<file path="src/rtl/qls_pkg.sv">
`timescale 1ns / 1ps
`default_nettype none
// Shared types, constants and helper functions for the quadrature layer selector.
// Used by qls_mod_unit and quadrature_layer_selector; depends on nothing else.

package qls_pkg;

  // Timestamp arithmetic width; differences wrap modulo 2^TIME_BITS.
  localparam int TIME_BITS = 32;
  // Width of the external timestamp and of the fast-window register.
  localparam int TS_IN_BITS = 32;
  // Compare width wide enough for both the time difference and the window.
  localparam int CMP_BITS = (TIME_BITS > TS_IN_BITS) ? TIME_BITS : TS_IN_BITS;

  // Layer and step widths.
  localparam int LAYER_BITS = 8;
  localparam int COUNT_BITS = 9;
  localparam int STEP_BITS  = 7;
  // Magnitude of layer plus step, at most 382, fits nine bits.
  localparam int MAG_BITS   = 9;

  // Configuration register indexes.
  localparam logic [1:0] REG_FAST_WINDOW = 2'd0;
  localparam logic [1:0] REG_STEP_SIZE   = 2'd1;
  localparam logic [1:0] REG_LAYER_COUNT = 2'd2;

  // Handshake between the top level and the modulo unit.
  typedef struct packed {
    logic busy;
    logic done;
  } qls_mod_status_t;

  // Transition code {previous A, previous B, A, B} to a count of -1, 0 or +1.
  function automatic logic signed [1:0] trans_delta(input logic [3:0] code);
    logic signed [1:0] d;
    d = 2'sd0;
    case (code)
      4'd2, 4'd4, 4'd11, 4'd13: d = 2'sd1;
      4'd1, 4'd7, 4'd8, 4'd14:  d = -2'sd1;
      default:                  d = 2'sd0;
    endcase
    return d;
  endfunction

  // Layer count in use: zero or anything above 256 means 256.
  function automatic logic [COUNT_BITS-1:0] eff_count(input logic [COUNT_BITS-1:0] lc);
    logic [COUNT_BITS-1:0] c;
    c = lc;
    if (lc == '0 || lc > 9'd256) begin
      c = 9'd256;
    end
    return c;
  endfunction

endpackage

`default_nettype wire

</file>
<file path="src/rtl/qls_mod_unit.sv">
`timescale 1ns / 1ps
`default_nettype none
// Iterative true-modulo unit: restoring remainder one bit per cycle, then sign fix.
// Depends on qls_pkg.

module qls_mod_unit
  import qls_pkg::*;
(
  input  wire logic                  clk,
  input  wire logic                  rst,
  input  wire logic                  start,
  input  wire logic [MAG_BITS-1:0]   mag_in,
  input  wire logic                  neg_in,
  input  wire logic [COUNT_BITS-1:0] cnt_in,
  output qls_mod_status_t            status,
  output logic [LAYER_BITS-1:0]      result
);

  localparam logic [1:0] M_IDLE = 2'd0;
  localparam logic [1:0] M_DIV  = 2'd1;
  localparam logic [1:0] M_FIX  = 2'd2;

  logic [1:0]            mstate;
  logic [MAG_BITS-1:0]   mag;
  logic                  neg;
  logic [COUNT_BITS-1:0] cnt;
  logic [3:0]            bit_idx;
  logic [COUNT_BITS:0]   rem;
  logic                  done;

  logic [COUNT_BITS:0]   rem_shift;
  logic [COUNT_BITS:0]   trial;
  logic [COUNT_BITS:0]   fixed;

  // Shared subtract and compare stage.
  always_comb begin
    rem_shift = {rem[COUNT_BITS-1:0], mag[bit_idx]};
    trial     = rem_shift - {1'b0, cnt};
    fixed     = {1'b0, cnt} - rem;
  end

  // Sequencer: nine remainder steps, then a negative-dividend correction.
  always_ff @(posedge clk) begin
    if (rst) begin
      mstate <= M_IDLE;
      done   <= 1'b0;
    end else begin
      done <= 1'b0;
      case (mstate)
        M_IDLE: begin
          if (start) begin
            mag     <= mag_in;
            neg     <= neg_in;
            cnt     <= cnt_in;
            rem     <= '0;
            bit_idx <= 4'(MAG_BITS - 1);
            mstate  <= M_DIV;
          end
        end
        M_DIV: begin
          if (rem_shift >= {1'b0, cnt}) begin
            rem <= trial;
          end else begin
            rem <= rem_shift;
          end
          if (bit_idx == 4'd0) begin
            mstate <= M_FIX;
          end else begin
            bit_idx <= bit_idx - 4'd1;
          end
        end
        M_FIX: begin
          if (neg && rem != '0) begin
            result <= fixed[LAYER_BITS-1:0];
          end else begin
            result <= rem[LAYER_BITS-1:0];
          end
          done   <= 1'b1;
          mstate <= M_IDLE;
        end
        default: begin
          mstate <= M_IDLE;
        end
      endcase
    end
  end

  assign status.busy = (mstate != M_IDLE);
  assign status.done = done;

endmodule

`default_nettype wire

</file>
<file path="src/rtl/quadrature_layer_selector.sv">
`timescale 1ns / 1ps
`default_nettype none
// Top level of the quadrature layer selector: decoder, step choice and output register.
// Depends on qls_pkg and qls_mod_unit.
//
// Each input transaction carries one sample of phases A and B with a microsecond
// timestamp and yields exactly one output transaction with the current layer and
// the signed step applied. A sample that does not complete a detent goes to the done
// state, from which the output register is loaded once it is free, and the next
// sample can be accepted after that. A sample that moves the layer starts the shared
// modulo unit, which loads its operands, resolves the remainder one bit per step and
// then corrects the sign; the layer is written back from its result, then the output
// register is loaded once it is free, and only then can the next sample be accepted.
// s_tready is low while a sample is being worked on; a finished result may wait in
// the output register while the next sample is accepted, and that next sample then
// holds s_tready low until the output register is free. Configuration writes take
// effect at once and should be made only while the block is idle.

module quadrature_layer_selector
  import qls_pkg::*;
(
  input  wire logic        clk,
  input  wire logic        rst,
  // Input stream. tdata: [0] phase_a, [1] phase_b, [33:2] time_us, [39:34] zero.
  input  wire logic        s_tvalid,
  output logic             s_tready,
  input  wire logic [39:0] s_tdata,
  // Output stream. tdata: [7:0] layer, [15:8] step_taken (signed).
  output logic             m_tvalid,
  input  wire logic        m_tready,
  output logic [15:0]      m_tdata,
  // Configuration write port.
  input  wire logic        cfg_we,
  input  wire logic [1:0]  cfg_addr,
  input  wire logic [31:0] cfg_wdata
);

  localparam logic [1:0] ST_IDLE = 2'd0;
  localparam logic [1:0] ST_CALC = 2'd1;
  localparam logic [1:0] ST_DONE = 2'd2;

  // Configuration registers.
  logic [TS_IN_BITS-1:0] fast_window_us;
  logic [STEP_BITS-1:0]  step_size;
  logic [COUNT_BITS-1:0] num_layers;

  // Decoder state.
  logic [1:0]              state;
  logic [1:0]              last_phases;
  logic signed [3:0]       accumulator;
  logic [TIME_BITS-1:0]    last_up_time;
  logic [TIME_BITS-1:0]    last_down_time;
  logic [LAYER_BITS-1:0]   layer_index;
  logic signed [7:0]       step_reg;

  // Input fields.
  logic                  phase_a;
  logic                  phase_b;
  logic [TS_IN_BITS-1:0] time_us;
  logic [TIME_BITS-1:0]  now;
  logic                  accept;

  // Decode and step choice.
  logic [1:0]            now_pair;
  logic signed [3:0]     acc_sum;
  logic                  move_up;
  logic                  move_down;
  logic [TIME_BITS-1:0]  delta_t;
  logic                  fast;
  logic [STEP_BITS-1:0]  mag;
  logic signed [7:0]     step_val;
  logic signed [9:0]     sum;
  logic [MAG_BITS-1:0]   sum_mag;

  qls_mod_status_t       mod_status;
  logic [LAYER_BITS-1:0] mod_result;

  assign phase_a  = s_tdata[0];
  assign phase_b  = s_tdata[1];
  assign time_us  = s_tdata[33:2];
  assign now      = TIME_BITS'(time_us);
  assign s_tready = (state == ST_IDLE) && !mod_status.busy;
  assign accept   = s_tvalid && s_tready;

  // Transition decode, detent detection and fast-step test.
  always_comb begin
    now_pair  = {phase_a, phase_b};
    acc_sum   = accumulator + 4'(trans_delta({last_phases, now_pair}));
    move_up   = (acc_sum > 4'sd3);
    move_down = (acc_sum < -4'sd3);
    if (move_up) begin
      delta_t = now - last_up_time;
    end else begin
      delta_t = now - last_down_time;
    end
    fast = (CMP_BITS'(delta_t) < CMP_BITS'(fast_window_us));
    mag  = fast ? step_size : STEP_BITS'(1);
    if (move_up) begin
      step_val = $signed({1'b0, mag});
    end else if (move_down) begin
      step_val = -$signed({1'b0, mag});
    end else begin
      step_val = 8'sd0;
    end
    sum = $signed({2'b00, layer_index}) + 10'(step_val);
    if (sum < 10'sd0) begin
      sum_mag = MAG_BITS'(-sum);
    end else begin
      sum_mag = MAG_BITS'(sum);
    end
  end

  // Configuration registers; writes to an unused index are ignored.
  always_ff @(posedge clk) begin
    if (rst) begin
      fast_window_us <= 32'd50000;
      step_size      <= 7'd1;
      num_layers     <= 9'd8;
    end else if (cfg_we) begin
      case (cfg_addr)
        REG_FAST_WINDOW: fast_window_us <= cfg_wdata;
        REG_STEP_SIZE:   step_size      <= cfg_wdata[STEP_BITS-1:0];
        REG_LAYER_COUNT: num_layers     <= cfg_wdata[COUNT_BITS-1:0];
        default: ;
      endcase
    end
  end

  // Shared modulo unit wraps the layer.
  qls_mod_unit u_mod (
    .clk    (clk),
    .rst    (rst),
    .start  (accept && (move_up || move_down)),
    .mag_in (sum_mag),
    .neg_in (sum < 10'sd0),
    .cnt_in (eff_count(num_layers)),
    .status (mod_status),
    .result (mod_result)
  );

  // Sequencer and decoder state.
  always_ff @(posedge clk) begin
    if (rst) begin
      state          <= ST_IDLE;
      last_phases    <= 2'b11;
      accumulator    <= 4'sd0;
      last_up_time   <= '0;
      last_down_time <= '0;
      layer_index    <= '0;
      m_tvalid       <= 1'b0;
    end else begin
      // The output register empties on acceptance unless it is reloaded below.
      if (m_tvalid && m_tready && (state != ST_DONE)) begin
        m_tvalid <= 1'b0;
      end
      case (state)
        ST_IDLE: begin
          if (accept) begin
            last_phases <= now_pair;
            step_reg    <= step_val;
            if (move_up || move_down) begin
              accumulator <= 4'sd0;
              if (move_up) begin
                last_up_time <= now;
              end else begin
                last_down_time <= now;
              end
              state <= ST_CALC;
            end else begin
              accumulator <= acc_sum;
              state       <= ST_DONE;
            end
          end
        end
        ST_CALC: begin
          if (mod_status.done) begin
            layer_index <= mod_result;
            state       <= ST_DONE;
          end
        end
        ST_DONE: begin
          // Load the output register once it is free.
          if (!m_tvalid || m_tready) begin
            m_tdata  <= {step_reg, layer_index};
            m_tvalid <= 1'b1;
            state    <= ST_IDLE;
          end
        end
        default: begin
          state <= ST_IDLE;
        end
      endcase
    end
  end

endmodule

`default_nettype wire

</file>
<file path="config.mk">
export PLATFORM = sky130hd
export DESIGN_NAME = quadrature_layer_selector
export DESIGN_NICKNAME = d
export VERILOG_FILES = /design/src/rtl/qls_pkg.sv /design/src/rtl/qls_mod_unit.sv /design/src/rtl/quadrature_layer_selector.sv
export SDC_FILE = /design/constraint.sdc
export NUM_CORES = 1
export LEC_CHECK = 0
export BUFFER_PORTS_ARGS = -buffer_cell sky130_fd_sc_hd__buf_4
export CAP_MARGIN = 20
export CORE_ASPECT_RATIO = 1.5
export CORE_MARGIN = 2
export CORE_UTILIZATION = 40
export CTS_CLUSTER_SIZE = 24
export DETAILED_ROUTE_END_ITERATION = 7
export SYNTH_ARGS = -nofsm -noshare
export SYNTH_HDL_FRONTEND = slang
export SYNTH_SLANG_ARGS = --single-unit
export TNS_END_PERCENT = 30
</file>
<file path="constraint.sdc">
create_clock -name clk -period 25.7 [get_ports clk]
set_clock_uncertainty 0.2 [all_clocks]
set_input_delay 1.285 -clock clk [delete_from_list [all_inputs] [get_ports clk]]
set_output_delay 1.285 -clock clk [all_outputs]
set_load 0.005 [all_outputs]
</file>
* Word level (Yosys, flattened, before mapping)
Memory sizes are Yosys's and may differ from the RTL's.
Index checks and enable logic that the tools add are counted.
** Word-level totals
- Flip-flop bits (word level) :: 197
- Memory bits (read-only) :: 32
- Input port bits :: 79
- Output and inout port bits :: 18
- Memories :: 1
** Cells by class
- Add/sub/neg operators :: 9
- Order comparisons :: 7
- Eq/ne operators :: 13
- Muxes and demuxes :: 27
- Bitwise logic cells :: 2
- Reductions and logical operators :: 34
** Memories
- (no name shown) :: depth 16, width 2, rd ports 1, clocked after memory_dff 0, wr ports 0, RTL line qls_pkg.sv:37 : case (code)
** Operators with widths (count)
- $sub A32 B32 Y32 :: 2
- $lt A32 B32 Y1 :: 1
- $mux W32 :: 1
- $mux W8 :: 3
- $mux W10 :: 2
- $pmux W10 S2 :: 1
- $reduce_and A3 Y1 :: 5
- $reduce_and A2 Y1 :: 7
- $mux W2 :: 6
- $mux W4 :: 3
- $reduce_and A4 Y1 :: 3
- $add A9 B8 Y10 :: 1
- $ge A10 B9 Y1 :: 1
- $lt A10 B1 Y1 const B :: 1
- $reduce_bool A10 Y1 :: 1
- $sub A10 B9 Y10 :: 1
- $gt A9 B9 Y1 const B :: 1
- $logic_not A9 Y1 :: 1
- $mux W9 :: 1
- $neg A9 Y9 :: 1
- $ne A2 B2 Y1 const B :: 4
- $neg A7 Y8 :: 1
- $pmux W4 S2 :: 1
- $sub A8 B8 Y8 :: 1
- 20 further kinds :: 42

* Depth between registers and ports, before layout
An unclocked memory read counts as a cell.
- Depth after elaboration :: 12
- Depth in mapped cells :: 45
- Depth with buffers taken out :: 41

* Modules after synthesis
Synthesis repeated with hierarchy kept, for this count alone.
** Unflattened totals
- Cell total of the unflattened synthesis :: 1318
- Area, all modules :: 11653.7 sq um
** By module, submodules not included
- quadrature_layer_selector :: times used 1, cells each 1094, area each 9093.7 sq um, sequential area each 3303.2 sq um
- qls_mod_unit :: times used 1, cells each 224, area each 2560.0 sq um, sequential area each 1291.2 sq um

* Worst setup path after synthesis
OpenSTA, ideal clock, no wires.
- Path kind :: input -> register
- Start point :: input s_tdata[0]
- End point :: register u_mod.mag[6] (data pin)
- Setup time :: 0.176 ns
- Arrival time :: 9.710 ns
- Setup slack :: 15.614 ns
- Cell stages on the path :: 39
- Cells stage by stage :: inv_1 -> ha_1 -> mux4_2 -> ha_1 -> a21o_1 -> a21oi_1 -> xor2_2 -> nor2_2 -> buf_2 -> buf_2 -> mux2i_1 -> ha_1 -> clkbuf_1 -> and3_1 -> nand4_1 -> a2111oi_0 -> o211ai_1 -> a211o_1 -> (+3 left out) -> a21oi_1 -> o221a_2 -> and2_1 -> clkbuf_1 -> nand2_1 -> ha_1 -> nor2_1 -> o22ai_1 -> a31oi_1 -> ha_1 -> o21ai_0 -> a21oi_1 -> o311a_1 -> nor3_1 -> clkbuf_1 -> nor3_1 -> a2111o_1 -> nor4_1
** On the way
- Cells in the longest elaborated chain, start to end :: 12
- Elaborated cells between the ends (all ways) :: 14
- Those cells by class :: 4 x add/sub; 4 x order compare; 5 x mux; 1 x memory
** Ends and longest elaborated chain
- start, declared :: RTL line quadrature_layer_selector.sv:27 : input wire logic [39:0] s_tdata,
- $mem_v2 Z16 W2 *
- $add A4 B2 Y4 * :: RTL line quadrature_layer_selector.sv:88 : acc_sum = accumulator + 4'(trans_delta({last_phases, now_pair}));
- $gt A4 B3 Y1 :: RTL line quadrature_layer_selector.sv:89 : move_up = (acc_sum > 4'sd3);
- $mux W32 :: RTL line quadrature_layer_selector.sv:91 : if (move_up) begin
- $lt A32 B32 Y1 :: RTL line quadrature_layer_selector.sv:96 : fast = (CMP_BITS'(delta_t) < CMP_BITS'(fast_window_us));
- $mux W7 :: RTL line quadrature_layer_selector.sv:97 : mag = fast ? step_size : STEP_BITS'(1);
- $neg A7 Y8 :: RTL line quadrature_layer_selector.sv:101 : step_val = -$signed({1'b0, mag});
- $mux W8 :: RTL line quadrature_layer_selector.sv:100 : end else if (move_down) begin
- $mux W8 * :: RTL line quadrature_layer_selector.sv:98 : if (move_up) begin
- net step_val[4] :: RTL line quadrature_layer_selector.sv:71 : logic signed [7:0] step_val;
- $add A9 B8 Y10 * :: RTL line quadrature_layer_selector.sv:105 : sum = $signed({2'b00, layer_index}) + 10'(step_val);
- $neg A9 Y9 or $lt A10 B1 Y1 (tied branches) :: RTL line quadrature_layer_selector.sv:107, quadrature_layer_selector.sv:106
- $mux W9 * :: RTL line quadrature_layer_selector.sv:106 : if (sum < 10'sd0) begin
- net sum_mag[6] :: RTL line quadrature_layer_selector.sv:73 : logic [MAG_BITS-1:0] sum_mag;
- end signal, assigned :: RTL line qls_mod_unit.sv:52 : mag <= mag_in;
- end, declared :: RTL line qls_mod_unit.sv:24 : logic [MAG_BITS-1:0] mag;
Mark *: on every way through the listed nets, which the timed path passes. The rest lies on a longest branch.
A chain may end at the register's enable or synchronous reset.

* Worst setup path after layout
- Start point :: input s_tdata[0]
- End point :: register u_mod.mag[3] (data pin)
** On the way
- Cells in the longest elaborated chain, start to end :: 12
- Elaborated cells between the ends (all ways) :: 14
- Those cells by class :: 4 x add/sub; 4 x order compare; 5 x mux; 1 x memory
** Ends and longest elaborated chain (RTL line)
- $mem_v2 Z16 W2 *
- $add A4 B2 Y4 * :: quadrature_layer_selector.sv:88
- $gt A4 B3 Y1 :: quadrature_layer_selector.sv:89
- $mux W32 :: quadrature_layer_selector.sv:91
- $lt A32 B32 Y1 :: quadrature_layer_selector.sv:96
- $mux W7 :: quadrature_layer_selector.sv:97
- $neg A7 Y8 :: quadrature_layer_selector.sv:101
- $mux W8 :: quadrature_layer_selector.sv:100
- $mux W8 * :: quadrature_layer_selector.sv:98
- net step_val[6] :: quadrature_layer_selector.sv:71
- $add A9 B8 Y10 * :: quadrature_layer_selector.sv:105
- $lt A10 B1 Y1 * :: quadrature_layer_selector.sv:106
- $mux W9 * :: quadrature_layer_selector.sv:106
- net sum_mag[3] :: quadrature_layer_selector.sv:73
Marks and branches as above.

==> flow_metrics.py <==
metrics = {
    "route": {
        "drt_wl_total_mm": 29.42,
        "drt_iter0_markers": 426,
        "drc": 0,
        "wire_per_inst_um": 15.77,
        "viasPerCell": 5.293,
        "ant_nets": 0,
        "drt_pass1_iterations": 4,
        "vias": 9872,
    },
    "power": {
        "power_frac_comb": 0.443,
        "switching_share": 0.4112,
        "vdd_drop_max_uv": 68.05,
        "p_seq_frac": 0.327,
        "p_per_area_nw_per_um2": 90.44,
        "clockPowerShare": 0.231,
        "p_sw_mw": 0.5055,
        "p_int_mw": 0.7239,
        "leakage_nw": 5.424,
    },
    "synth": {
        "ys_warn_count": 0,
        "syn_nets": 1574,
        "synthCells": 1393,
        "ys_seq_area_frac": 0.3860,
        "synth_commonest_cells": "269 x nand2_1, 161 x a21oi_1, 132 x dfxtp_1",
        "synth_top_cells_by_area": "dfxtp_1 22%, edfxtp_1 16%, ha_1 10%, nand2_1 8.5%, a21oi_1 6.8%",
        "synthArstFlopShare": 0,
        "avgSynthCellArea_um2": 8.546,
        "synth.most_common_cell": "nand2_1",
        "synth_top_area_frac": 0.2220,
        "synth_edf_count": 65,
        "synthesis.area_um2": 11900,
        "synth.distinct_cells": 73,
        "ys.flop_type": "dfxtp_1",
        "yosysTopAreaCell": "dfxtp_1",
        "ys_ff_latch": 197,
    },
    "cells_and_area": {
        "stdcell_area_um2": 13590,
        "top_regs": "fast_window_us x32, last_down_time x32, last_up_time x32",
        "areaGrowthSynthToFinish_pct": 14.19,
        "drive_above_1_share": 0.1095,
        "fin_nets": 1638,
        "diodes": 0,
    },
    "global_routing": {
        "track_usage": 0.1958,
        "grt_max_degree": 101,
        "antenna_found_initial": 0,
        "grt-ovfl-total": 0,
        "grt_first_pass_wirelength_mm": 47.69,
        "grt_pass1_vias": 9583,
    },
    "outcome": {
        "status": "complete, no violations",
    },
    "clocking": {
        "path_clk_slew_ns": 0.08,
        "htree_levels": 4,
        "ctsHoldBuffers": 0,
        "cts_buffer_depth": 2,
        "cts_tree": "done",
        "cts_buffers": 17,
        "clock_latency_ns": 0.47,
        "cts_resized": 0,
        "root_buffer": "clkbuf_16",
        "cts_sinks": 197,
        "post-cts-setup-buffers": 0,
    },
    "critical_path": {
        "end_kind": "flop",
        "cp-start-kind": "input port",
        "crit_fanout": 21,
        "worstSetupPathType": "input port to flop",
        "crit_arrival_ns": 11.85,
        "max_stage_delay_ns": 0.76,
        "crit_required_ns": 25.77,
        "slowest_stage": "a31oi_1",
    },
    "floorplanning": {
        "fp.dieW_um": 144.9,
        "die_area_um2": 31180,
        "rows": 77,
        "start_util": 0.4051,
        "core_area_um2": 29380,
        "floorplan.die.height_um": 215.3,
        "boundaryPins": 97,
    },
    "placed_design": {
        "place_hpwl_mm": 21.88,
        "port_buffers": 90,
        "place_area_um2": 12950,
        "routabilityCongestion": 0.8746,
    },
    "job": {
        "maxCapViolCount": 0,
    },
    "timing": {
        "slew_headroom": 0.2768,
        "period_share": 0.4584,
        "rsz0062_at_grt": "false",
        "post-route-min-period_ns": 11.78,
        "finalSetupViolCount": 0,
        "hold_violations": 0,
        "worst_pin_slew_ns": 1.085,
        "finalMaxSlewViolations": 0,
        "tns_ns": 0,
        "fmax_mhz": 84.89,
    },
    "worst_hold_path": {
        "worst_hold_path_type": "flop to flop",
    },
}
==> power groups by stage <==
stage / clock, mW / combinational (mW) / sequential (mW)
global placement: 0 / 0.536 / 0.408
detailed placement: 0 / 0.544 / 0.409
global route: 0.302 / 0.614 / 0.407
CTS: 0.292 / 0.548 / 0.402
floorplan: 0 / 0.405 / 0.401
finish: 0.284 / 0.544 / 0.402
==> cell usage in the layout, fill, tap and decap left out, types with 5 or more instances in the layout <==
master | Yosys | routed
fa_1 | 5 | 5
ha_1 | 97 | 97
o21ai_0 | 36 | 36
nand2_1 | 269 | 267
mux2i_1 | 63 | 63
nor2b_1 | 17 | 17
a31oi_1 | 7 | 7
nor3_1 | 20 | 19
a211o_1 | 16 | 16
nand4_1 | 8 | 8
a211oi_1 | 7 | 7
nand3b_1 | 6 | 6
o31ai_1 | 6 | 6
o211ai_1 | 11 | 11
and2_1 | 6 | 6
edfxtp_1 | 65 | 65
and4_1 | 5 | 5
clkinv_8 | 0 | 7
inv_1 | 88 | 88
clkbuf_16 | 0 | 17
and3_1 | 7 | 7
a21o_1 | 14 | 14
o2111ai_1 | 8 | 8
nand2b_1 | 10 | 10
nor2_1 | 95 | 94
nand3_1 | 34 | 34
o21a_1 | 10 | 10
xor2_1 | 17 | 17
xnor2_1 | 29 | 29
nor4_1 | 17 | 17
buf_4 | 0 | 99
a21oi_1 | 161 | 161
dfxtp_1 | 132 | 132
==> per-stage QoR <==
step,util,power [mW],cells,hold WS [ns],worst slack (ns)
final,0.4626,1.229,1865,0.2148,13.92
after global routing,0.4626,1.323,1865,0.2263,12.80
after CTS,0.4624,1.242,1864,0.2178,13.89
after detailed placement,0.4407,0.9534,1832,0.2045,13.44
after global placement,0.4407,0.9436,1832,0.2021,13.48
after floorplan,-,0.8061,1393,0.2003,15.61
==> final timing paths <==
path	startpoint	end	slack, ns	cells past startpoint
hold / removal	step_reg[5]$_DFFE_PP_	m_tdata[13]$_DFFE_PP_	0.21	0
setup reg to reg	last_phases[1]$_SDFFE_PP1P_	u_mod.mag[3]$_DFFE_PP_	14.62	35
hold reg to reg	step_reg[5]$_DFFE_PP_	m_tdata[13]$_DFFE_PP_	0.21	0
setup / recovery	s_tdata[0]	u_mod.mag[3]$_DFFE_PP_	13.92	38
==> critical path, delay by kind of cell <==
family	cells	cell delay, ns
buffers and inverters	3	0.62
multiplexers	2	0.81
XOR/XNOR	2	0.30
AND/OR/NAND/NOR	9	2.51
AO/OA/AOI/OAI	16	4.68
adder cells (fa/ha/maj)	6	1.62
==> logic make-up (layout without fill, tap and decap cells) <==
logic type      count (synthesis)  in the layout  share of synthesized area
xor+xnor                       49             49                    0.03889
simple gates                  518            518                     0.1947
mux                            67             67                    0.05960
compound gates                317            317                     0.1645
fa+ha+maj                     102            102                     0.1104
buf+inv                       143            220                    0.04604
flops                         197            197                     0.3860
==> routing by layer <==
metal	global-route usage	wire length [µm]	up-vias
li1	-	-	5031
met1	0.2142	11860	4594
met2	0.3569	15450	184
met3	0.03142	787	63
met4	0.09903	1314	0
met5	0	0	-
==> cell type report <==
cell class | count | area [µm²]
clock buffer | 17 | 425.4
clock inverter | 15 | 211.5
fill | 2905 | 15790
inverter | 88 | 330.3
multi-input combinational | 1053 | 6789
sequential | 197 | 4594
tap | 395 | 494.2
timing repair buffer | 100 | 748.2
(Power assumes the default switching activity.)
